$ cat config.mk
export PLATFORM = sky130hd
export DESIGN_NAME = foc_ctrl
export DESIGN_NICKNAME = d
export VERILOG_FILES = /design/src/rtl/core/foc_pkg.sv /design/src/rtl/core/foc_ctrl.sv
export SDC_FILE = /design/constraint.sdc
export NUM_CORES = 1
export LEC_CHECK = 0
export ABC_AREA = 1
export BUFFER_PORTS_ARGS = -buffer_cell sky130_fd_sc_hd__buf_2
export CORE_MARGIN = 3
export CORE_UTILIZATION = 45
export DETAILED_ROUTE_END_ITERATION = 6
export PLACE_DENSITY = 0.76
export SLEW_MARGIN = 20
export SYNTH_ARGS = -nofsm -noshare
export SYNTH_HDL_FRONTEND = slang
export SYNTH_SLANG_ARGS = --single-unit
export TNS_END_PERCENT = 10
$ cat constraint.sdc
create_clock -name clk_i -period 3.15 [get_ports clk_i]
set_input_delay 0 -clock clk_i [delete_from_list [all_inputs] [get_ports clk_i]]
set_output_delay 0 -clock clk_i [all_outputs]
set_load 0.01 [all_outputs]
$ cat src/rtl/core/foc_pkg.sv
`timescale 1ns / 1ps

package foc_pkg;

  // Field layout of the stream
  localparam int FIELD_W           = 32;
  localparam int COORD_W           = 32;
  localparam int IN_DATA_W         = 6 * FIELD_W;
  localparam int OUT_DATA_W        = 8;
  localparam int STATUS_W          = 2;

  // Face bounds
  localparam int MAX_FACE_VERTICES = 64;
  localparam int MIN_FACE_VERTICES = 3;
  localparam int NUM_AXES          = 3;
  localparam int CNT_W             = $clog2(MAX_FACE_VERTICES + 1);

  // Arithmetic widths
  localparam int SUM_W  = COORD_W + CNT_W;       // running coordinate sum
  localparam int DIF_W  = COORD_W + 1;           // edge vector p1-p0, p2-p0
  localparam int MUL_W  = COORD_W + 2;           // shared multiplier operand
  localparam int PROD_W = 2 * MUL_W;
  localparam int NRM_W  = 2 * DIF_W + 1;         // normal component
  localparam int NLO_W  = MUL_W - 1;             // unsigned low part of a normal
  localparam int D_W    = SUM_W + 1;             // sum - count * centroid
  localparam int DLO_W  = D_W / 2;               // unsigned low part of an offset
  localparam int DHI_W  = D_W - DLO_W;
  localparam int ACC_W  = NRM_W + D_W + 2;       // dot product

  // Multiply schedule: offsets, then cross terms, then dot partial products
  localparam int STEP_CROSS = NUM_AXES;
  localparam int STEP_DOT   = STEP_CROSS + 2 * NUM_AXES;
  localparam int NUM_STEPS  = STEP_DOT + 4 * NUM_AXES;
  localparam int STEP_W     = $clog2(NUM_STEPS);

  typedef logic signed [COORD_W-1:0] coord_t;
  typedef logic signed [SUM_W-1:0]   sum_t;
  typedef logic signed [DIF_W-1:0]   dif_t;
  typedef logic signed [MUL_W-1:0]   mul_op_t;
  typedef logic signed [PROD_W-1:0]  prod_t;
  typedef logic signed [NRM_W-1:0]   nrm_t;
  typedef logic signed [D_W-1:0]     ofs_t;
  typedef logic signed [DHI_W-1:0]   ofs_hi_t;
  typedef logic signed [ACC_W-1:0]   acc_t;
  typedef logic [CNT_W-1:0]          cnt_t;
  typedef logic [1:0]                axis_t;
  typedef logic [STEP_W-1:0]         step_t;

  typedef enum logic [1:0] {
    STATUS_OK    = 2'd0,
    STATUS_SHORT = 2'd1,
    STATUS_LONG  = 2'd2
  } status_e;

  typedef enum logic [1:0] {
    OPA_COUNT = 2'd0,
    OPA_DIFF  = 2'd1,
    OPA_NLO   = 2'd2,
    OPA_NHI   = 2'd3
  } opa_e;

  typedef enum logic [1:0] {
    OPB_CENT = 2'd0,
    OPB_DIFF = 2'd1,
    OPB_DLO  = 2'd2,
    OPB_DHI  = 2'd3
  } opb_e;

  typedef enum logic [2:0] {
    WB_NONE = 3'd0,
    WB_OFS  = 3'd1,
    WB_TMP  = 3'd2,
    WB_NRM  = 3'd3,
    WB_DOT  = 3'd4
  } wb_e;

  // Order follows the partial product index: bit 0 offset high, bit 1 normal high
  typedef enum logic [1:0] {
    SH_NONE = 2'd0,
    SH_D    = 2'd1,
    SH_N    = 2'd2,
    SH_ND   = 2'd3
  } sh_e;

  typedef struct packed {
    opa_e  a_kind;
    axis_t a_axis;
    opb_e  b_kind;
    axis_t b_axis;
    wb_e   wb;
    axis_t wb_axis;
    sh_e   sh;
  } mul_cmd_t;

  localparam mul_cmd_t MUL_IDLE = '{
    a_kind: OPA_COUNT, a_axis: 2'd0, b_kind: OPB_CENT, b_axis: 2'd0,
    wb: WB_NONE, wb_axis: 2'd0, sh: SH_NONE
  };

  typedef struct packed {
    logic     push;
    logic     prep;
    logic     clear;
    mul_cmd_t mul;
  } dp_cmd_t;

  typedef struct packed {
    logic long_face;
    logic short_face;
    logic neg;
  } dp_stat_t;

  typedef struct packed {
    logic    load;
    logic    flip;
    status_e status;
  } res_t;

  // One multiply of the face-end schedule
  function automatic mul_cmd_t step_cmd(input step_t step);
    mul_cmd_t c;
    step_t    idx;
    c   = MUL_IDLE;
    idx = step - step_t'(STEP_DOT);
    if (step < step_t'(STEP_CROSS)) begin
      c.a_kind  = OPA_COUNT;
      c.b_kind  = OPB_CENT;
      c.a_axis  = step[1:0];
      c.b_axis  = step[1:0];
      c.wb      = WB_OFS;
      c.wb_axis = step[1:0];
    end else if (step < step_t'(STEP_DOT)) begin
      c.a_kind = OPA_DIFF;
      c.b_kind = OPB_DIFF;
      c.wb     = step[0] ? WB_TMP : WB_NRM;
      unique case (step)
        step_t'(STEP_CROSS + 0): begin c.a_axis = 2'd1; c.b_axis = 2'd2; c.wb_axis = 2'd0; end
        step_t'(STEP_CROSS + 1): begin c.a_axis = 2'd2; c.b_axis = 2'd1; c.wb_axis = 2'd0; end
        step_t'(STEP_CROSS + 2): begin c.a_axis = 2'd2; c.b_axis = 2'd0; c.wb_axis = 2'd1; end
        step_t'(STEP_CROSS + 3): begin c.a_axis = 2'd0; c.b_axis = 2'd2; c.wb_axis = 2'd1; end
        step_t'(STEP_CROSS + 4): begin c.a_axis = 2'd0; c.b_axis = 2'd1; c.wb_axis = 2'd2; end
        default:                 begin c.a_axis = 2'd1; c.b_axis = 2'd0; c.wb_axis = 2'd2; end
      endcase
    end else if (step < step_t'(NUM_STEPS)) begin
      c.a_kind  = idx[1] ? OPA_NHI : OPA_NLO;
      c.b_kind  = idx[0] ? OPB_DHI : OPB_DLO;
      c.a_axis  = idx[3:2];
      c.b_axis  = idx[3:2];
      c.wb      = WB_DOT;
      c.wb_axis = idx[3:2];
      c.sh      = sh_e'(idx[1:0]);
    end
    return c;
  endfunction

endpackage

$ cat src/rtl/core/foc_ctrl.sv
`timescale 1ns / 1ps

module foc_ctrl (
  input  logic              clk_i,
  input  logic              rst_ni,
  input  logic              s_valid_i,
  input  logic              s_last_i,
  input  logic              out_free_i,
  input  foc_pkg::dp_stat_t stat_i,
  output logic              s_ready_o,
  output foc_pkg::dp_cmd_t  cmd_o,
  output foc_pkg::res_t     res_o
);
  import foc_pkg::*;

  localparam logic [2:0] ST_ACCUM  = 3'd0;
  localparam logic [2:0] ST_CHECK  = 3'd1;
  localparam logic [2:0] ST_CALC   = 3'd2;
  localparam logic [2:0] ST_DRAIN  = 3'd3;
  localparam logic [2:0] ST_FINISH = 3'd4;

  logic [2:0] state_q, state_d;
  step_t      step_q, step_d;
  status_e    status_q, status_d;
  logic       push;

  assign s_ready_o = (state_q == ST_ACCUM);
  assign push      = s_ready_o && s_valid_i;

  always_comb begin
    state_d      = state_q;
    step_d       = step_q;
    status_d     = status_q;
    cmd_o.push   = push;
    cmd_o.prep   = 1'b0;
    cmd_o.clear  = 1'b0;
    cmd_o.mul    = MUL_IDLE;
    res_o.load   = 1'b0;
    res_o.flip   = (status_q == STATUS_OK) && stat_i.neg;
    res_o.status = status_q;
    unique case (state_q)
      ST_ACCUM: begin
        if (push && s_last_i) state_d = ST_CHECK;
      end
      ST_CHECK: begin
        cmd_o.prep = 1'b1;
        step_d     = '0;
        if (stat_i.long_face) begin
          status_d = STATUS_LONG;
          state_d  = ST_FINISH;
        end else if (stat_i.short_face) begin
          status_d = STATUS_SHORT;
          state_d  = ST_FINISH;
        end else begin
          status_d = STATUS_OK;
          state_d  = ST_CALC;
        end
      end
      ST_CALC: begin
        cmd_o.mul = step_cmd(step_q);
        if (step_q == step_t'(NUM_STEPS - 1)) state_d = ST_DRAIN;
        else step_d = step_q + step_t'(1);
      end
      ST_DRAIN: begin
        state_d = ST_FINISH;
      end
      ST_FINISH: begin
        if (out_free_i) begin
          res_o.load  = 1'b1;
          cmd_o.clear = 1'b1;
          state_d     = ST_ACCUM;
        end
      end
      default: state_d = ST_ACCUM;
    endcase
  end

  always_ff @(posedge clk_i or negedge rst_ni) begin
    if (!rst_ni) begin
      state_q  <= ST_ACCUM;
      step_q   <= '0;
      status_q <= STATUS_OK;
    end else begin
      state_q  <= state_d;
      step_q   <= step_d;
      status_q <= status_d;
    end
  end

  a_load_free: assert property (@(posedge clk_i) disable iff (!rst_ni)
    res_o.load |-> out_free_i)
    else $error("result loaded over a waiting result");

  a_last_check: assert property (@(posedge clk_i) disable iff (!rst_ni)
    (push && s_last_i) |=> (state_q == ST_CHECK))
    else $error("last vertex did not start the face check");

  a_drain_after_calc: assert property (@(posedge clk_i) disable iff (!rst_ni)
    (state_q == ST_DRAIN) |->
      ($past(state_q) == ST_CALC && $past(step_q) == step_t'(NUM_STEPS - 1)))
    else $error("drain entered before the multiply schedule finished");

  a_mul_no_push: assert property (@(posedge clk_i) disable iff (!rst_ni)
    (cmd_o.mul.wb != WB_NONE) |-> !s_ready_o)
    else $error("multiply issued while vertices are accepted");

endmodule

==> run_results.csv, run 1 <==
group,metric,value,unit
clock_tree,ctsResizeCount,0,
floorplan,start_util,48.9,%
flow_run,maxCapViolCount,0,
layout,final_common_cell,"nand2_1",
placed_design,numPlacedInstances,189,
clock_tree,cts_max_level,1,
timing,setup_violations,0,
layout,final_cell_count_no_fill,196,
synthesis,seq_area_frac_synth,25.3,%
clock_tree,clk_latency,260,ps
layout,stdcell_area,0.00119,sq mm
drt,ant_nets,0,
layout,fillers,196,
critical_path,cp-start-kind,"flop",
synthesis,synth_cell_types,31,
clock_tree,post-cts-setup-buffers,0,
drt,num_vias,1011,
drt,finalWirelength,2.32,mm
critical_path,endpoint_kind,"output pin",
placed_design,dp_hpwl,1.87,mm
drt,drc,0,
critical_path,critical_path_class,"reg2out",
synthesis,synthCells,137,
placed_design,io_buffers,30,
floorplan,die_w,52.9,um
power,ir_drop,0.462,mV
critical_path,slowest_stage,"dfrtp_1",
layout,drive_above_1_share,34.3,%
floorplan,dieArea,0.00279,sq mm
timing,worst_pin_slew,375,ps
floorplan,ios,31,
timing,slew_headroom,74.8,%
drt,post_drt_wl_per_cell,11.9,um
clock_tree,cts_tree,"done",
layout,n_antenna_cell,0,
clock_tree,clockBufferDepth,2,
synthesis,synth_nets,150,
layout,final_core_util,59.0,%
power,powerDensity,668,mW/mm^2
min_path,hold_path.class,"in2reg",
synthesis,netlist_area,988,sq um
timing,hold_viol_final,0,
layout,layout_common_cells,"nand2_1 (31), buf_2 (30), inv_1 (14), nand3_1 (10), dfrtp_1 (10)",
layout,nets,184,
global_route,grt_pass1_vias,913,
placed_design,placed_cell_area,0.00113,sq mm
global_route,antenna_found_initial,0,
global_route,grt_pass1_wl,3.92,mm
timing,fin_crit,1820,ps
critical_path,max_stage_delay,400,ps
global_route,gr-usage-met1,23.9,%
power,power.leakage,0.664,nW
clock_tree,path_clk_slew,60,ps
synthesis,yosysWarningCount,0,
drt,vias_per_cell,5.16,
clock_tree,cts-buffers-inserted,3,
drt,drt_iter0_drc,32,
global_route,grt-busiest-layer,"met2",
timing,slew_viol_final,0,
floorplan,die_h,52.9,um
synthesis,synth_area_per_cell,7.21,sq um
critical_path,worstPathMaxFanout,6,
global_route,track_usage,18.5,%
clock_tree,cts-root-buf,"clkbuf_4",
timing,finalCritPeriodShare,57.9,%
critical_path,critical_path_arrival,1820,ps
placed_design,place_worst_setup_slack,1590,ps
placed_design,gp_congestion,0.826,
floorplan,num_rows,16,
timing,tns,0,ps
outcome,status,"complete, no violations",
critical_path,crit_chain,"inv_1, nand2_1, nor2_4, inv_2, nor4_1, buf_2",
critical_path,crit_required,3150,ps
layout,area_growth,20.8,%
timing,setup_ws,1330,ps
drt,firstDrtPassIters,4,
floorplan,core,0.00202,sq mm
timing,skew,8.80,ps
global_route,met2_usage,32.0,%
timing,clock.fmax,548,MHz
global_route,use_met3,4.23,%
global_route,overflow,0,
timing,rsz0062_at_grt,"no",
clock_tree,cts_sinks,10,
global_route,grt_start_max_net_pins,11,
synthesis,ys_ff_latch,10,
-- final timing paths --
| check | to | slack [ps] | startpoint | cells after the start |
|---|---|---|---|---|
| min in group asynchronous | step_q[3] | 130 | rst_ni | 2 |
| worst max-delay path | cmd_o[10] | 1330 | state_q[2] | 6 |
| worst min register to register | status_q[1] | 520 | status_q[1] | 1 |
| max in group asynchronous | step_q[2] | 2820 | rst_ni | 2 |
| worst max register to register | step_q[4] | 1580 | step_q[0] | 7 |
| worst min-delay path | state_q[1] | 60 | stat_i[2] | 3 |
-- critical path: cells and delay by family (launching register included) --
| family | cells | cell delay, ps |
|---|---|---|
| and+or+nand+nor | 3 | 790 |
| DFF | 1 | 400 |
| buffers and inverters | 3 | 390 |
-- layout make-up --
cell class | count | area, sq um | area share [%]
sequential | 10 | 250 | 21.0
multi-input combinational | 100 | 612 | 51.3
timing repair buffer | 34 | 190 | 15.9
inverter | 22 | 85.1 | 7.13
clock buffer | 3 | 22.5 | 1.89
tap | 27 | 33.8 | 2.83
-- metal layers --
| metal | part of all wire (%) | routed length [um] |
|---|---|---|
| met3 | 6.3 | 147 |
| met5 | 0 | 0 |
| met1 | 45 | 1050 |
| met2 | 49 | 1130 |
| met4 | 0 | 0 |
-- report_power, final --
group / internal, mW / total (mW) / switching (mW) / leakage (nW)
Clock: 0.0439 / 0.0825 / 0.0386 / 0.0138
Sequential: 0.168 / 0.227 / 0.0588 / 0.132
Combinational: 0.172 / 0.488 / 0.316 / 0.518
Total: 0.384 / 0.798 / 0.413 / 0.664
-- stage by stage --
step	power, mW	hold WS (ps)
2_1_floorplan	0.595	-296
3_3_place_gp	0.699	-134
3_5_place_dp	0.710	-125
4_1_cts	0.798	2.38
5_1_grt	0.880	57.9
6_report	0.798	58.1
-- synth_stat cells --
cell type | number | share of area, %
nor2_2 | 1 | 0.63
nor3_1 | 4 | 2.0
o21ai_4 | 1 | 1.6
o21ai_0 | 8 | 4.1
o21a_1 | 1 | 0.76
nand3_1 | 10 | 5.1
nand4_1 | 2 | 1.3
a21oi_4 | 1 | 1.6
inv_2 | 7 | 2.7
buf_6 | 1 | 1.1
buf_4 | 4 | 3.0
inv_1 | 14 | 5.3
ha_1 | 5 | 6.3
o21ai_1 | 4 | 2.0
inv_4 | 1 | 0.63
o22ai_1 | 1 | 0.63
nand2_2 | 2 | 1.3
o211ai_4 | 1 | 2.2
nand3_2 | 3 | 3.0
a211oi_2 | 1 | 1.3
xor2_1 | 1 | 0.89
nand2_4 | 1 | 1.1
nor2_1 | 6 | 2.3
or2_2 | 1 | 0.63
dfrtp_1 | 10 | 25
nor3b_1 | 1 | 0.76
nand2_1 | 31 | 12
nor3b_2 | 1 | 1.3
a21oi_1 | 7 | 3.5
nor4_1 | 2 | 1.3
nor2_4 | 4 | 4.6
-- state kept, by name, summed over array words and instances, names as in the netlist --
name and count:
status_q 2, step_q 5, state_q 3
-- logic make-up (layout without fill, tap and decap cells) --
group | after synthesis | in the layout | synth area share (%)
compound gates | 25 | 25 | 17.7
simple gates | 69 | 69 | 37.0
buf+inv | 27 | 59 | 12.8
xor+xnor | 1 | 1 | 0.886
flops | 10 | 10 | 25.3
fa+ha+maj | 5 | 5 | 6.33
-- what timing repair did --
| action | 4_1_cts | 5_1_grt |
|---|---|---|
| hold endpoints to repair | 11 | 1 |
| endpoints found under the setup margin | 0 | 0 |
| hold buffers | 2 | 2 |
Note: power is estimated with default switching activity, not from simulation.
==> run 2, diff against run 1 <==
Settings changed: PLACE_DENSITY 0.76 to 0.79.
Clock period 3.15 ns to 1.5 ns, I/O delays scaled along.
==> run_results.csv, run 2 (synthesis results as in run 1) <==
group,metric,value,unit
outcome,status,"finished with violations",
outcome,violations,"hold timing, setup timing",
floorplan,die_w,52.9,um
flow_run,maxCapViolCount,0,
clock_tree,clockBufferDepth,2,
timing,clock.fmax,603,MHz
timing,hold_viol_final,1,
layout,reg_top3,"step_q: 5 flops, state_q: 3 flops, status_q: 2 flops",
layout,regMostFlops,"step_q",
timing,hold_ws,-0.940,ps
layout,n_antenna_cell,0,
power,powerDensity,1520,mW/mm^2
clock_tree,cts_sinks,10,
placed_design,dp_hpwl,1.95,mm
power,power.leakage,0.792,nW
timing,skew,12.9,ps
floorplan,core,0.00202,sq mm
critical_path,endpoint_kind,"output pin",
min_path,hold_path.class,"in2reg",
layout,ff_latch_area,255,sq um
clock_tree,cts_max_level,1,
floorplan,dieArea,0.00279,sq mm
layout,final_common_cell,"buf_2",
global_route,grt_pass1_vias,1046,
floorplan,start_util,48.9,%
layout,layout_common_cells,"buf_2 (30), nand2_1 (22), buf_4 (14), inv_1 (12), nand2_2 (8)",
placed_design,io_buffers,30,
critical_path,worstPathMaxFanout,7,
timing,setup_violations,15,
timing,worst_pin_slew,321,ps
critical_path,crit_required,1500,ps
drt,drt_iter0_drc,25,
global_route,track_usage,21.7,%
layout,largest_reg_flops,5,
layout,area_growth,53.7,%
global_route,grt_pass1_wl,4.49,mm
timing,rsz0062_at_grt,"yes",
timing,setup_ws,-158,ps
layout,fillers,126,
global_route,antenna_found_initial,0,
layout,final_core_util,75.1,%
layout,multi_input_area,778,sq um
drt,vias_per_cell,5.25,
clock_tree,cts_tree,"done",
floorplan,num_rows,16,
critical_path,cp-start-kind,"flop",
drt,num_vias,1112,
clock_tree,path_clk_slew,70,ps
critical_path,critical_path_class,"reg2out",
timing,finalCritPeriodShare,111,%
drt,firstDrtPassIters,5,
critical_path,critical_path_arrival,1660,ps
placed_design,placed_cell_area,0.00119,sq mm
layout,nets,199,
timing,fin_crit,1660,ps
clock_tree,cts-root-buf,"clkbuf_4",
timing,slew_viol_final,0,
placed_design,gp_congestion,0.862,
clock_tree,clk_latency,270,ps
layout,stdcell_area,0.00152,sq mm
drt,post_drt_wl_per_cell,13.9,um
timing,slew_headroom,78.5,%
global_route,grt_start_max_net_pins,11,
drt,drc,0,
global_route,overflow,0,
floorplan,die_h,52.9,um
clock_tree,cts-buffers-inserted,3,
drt,ant_nets,0,
layout,drive_above_1_share,58.4,%
power,ir_drop,1.49,mV
timing,tns,-1800,ps
drt,finalWirelength,2.94,mm
critical_path,r2r_slack,30,ps
floorplan,ios,31,
## run 2: path summary, 6_finish.rpt
| path | cells past startpoint | start | end |
|---|---|---|---|
| worst max register to register | 7 | step_q[0] | step_q[4] |
| worst min-delay path | 3 | s_last_i | state_q[0] |
| worst min register to register | 1 | status_q[1] | status_q[1] |
| min in group asynchronous | 2 | rst_ni | step_q[3] |
| max in group asynchronous | 2 | rst_ni | step_q[0] |
| worst max-delay path | 6 | step_q[0] | cmd_o[13] |
## run 2: final cells by class
class                      instances  share of cell area [%]
clock buffer                       4                    2.39
tap                               27                    2.22
timing repair buffer              49                    20.9
inverter                          22                    6.43
sequential                        10                    16.8
multi-input combinational        100                    51.2
## run 2: where the power goes
| part | switching (mW) | total [mW] | internal, mW |
|---|---|---|---|
| sequential | 0.113 | 0.472 | 0.359 |
| combinational | 0.941 | 1.59 | 0.653 |
| clock | 0.0905 | 0.238 | 0.147 |
| total | 1.14 | 2.30 | 1.16 |
## run 2: layer usage
layer  wire length (um)  vias to the layer above  part of all wire [%]  track usage [%]
met5                  0                        -                     0                0
met3                160                        8                   5.4             4.51
met1               1130                      519                    38             23.3
li1                   -                      544                     -                -
met2               1580                       41                    54             41.5
met4                 70                        0                   2.4             6.38
## run 2: worst max-delay path: stages (launching register included)
cell	delay (ps)
dfrtp_2	460
clkinv_4	120
buf_6	130
o211ai_4	280
nand2_2	140
a21oi_2	130
buf_2	140
## run 2: timing repair
item / in CTS / in global routing
pin swaps: 7 / 8
setup buffers: 6 / 4
setup endpoints to repair: 16 / 17
endpoints found under the hold margin: 11 / 0
hold buffers: 2 / 0
gates resized for setup: 34 / 16
## run 2: stage by stage
stage / cells / worst slack, ps / power [mW]
floorplan: 137 / 52.1 / 1.25
global placement: 196 / 94.7 / 1.56
detailed placement: 196 / -3.22 / 1.60
CTS: 208 / -90.5 / 2.10
global route: 212 / -255 / 2.48
finish: 212 / -158 / 2.30
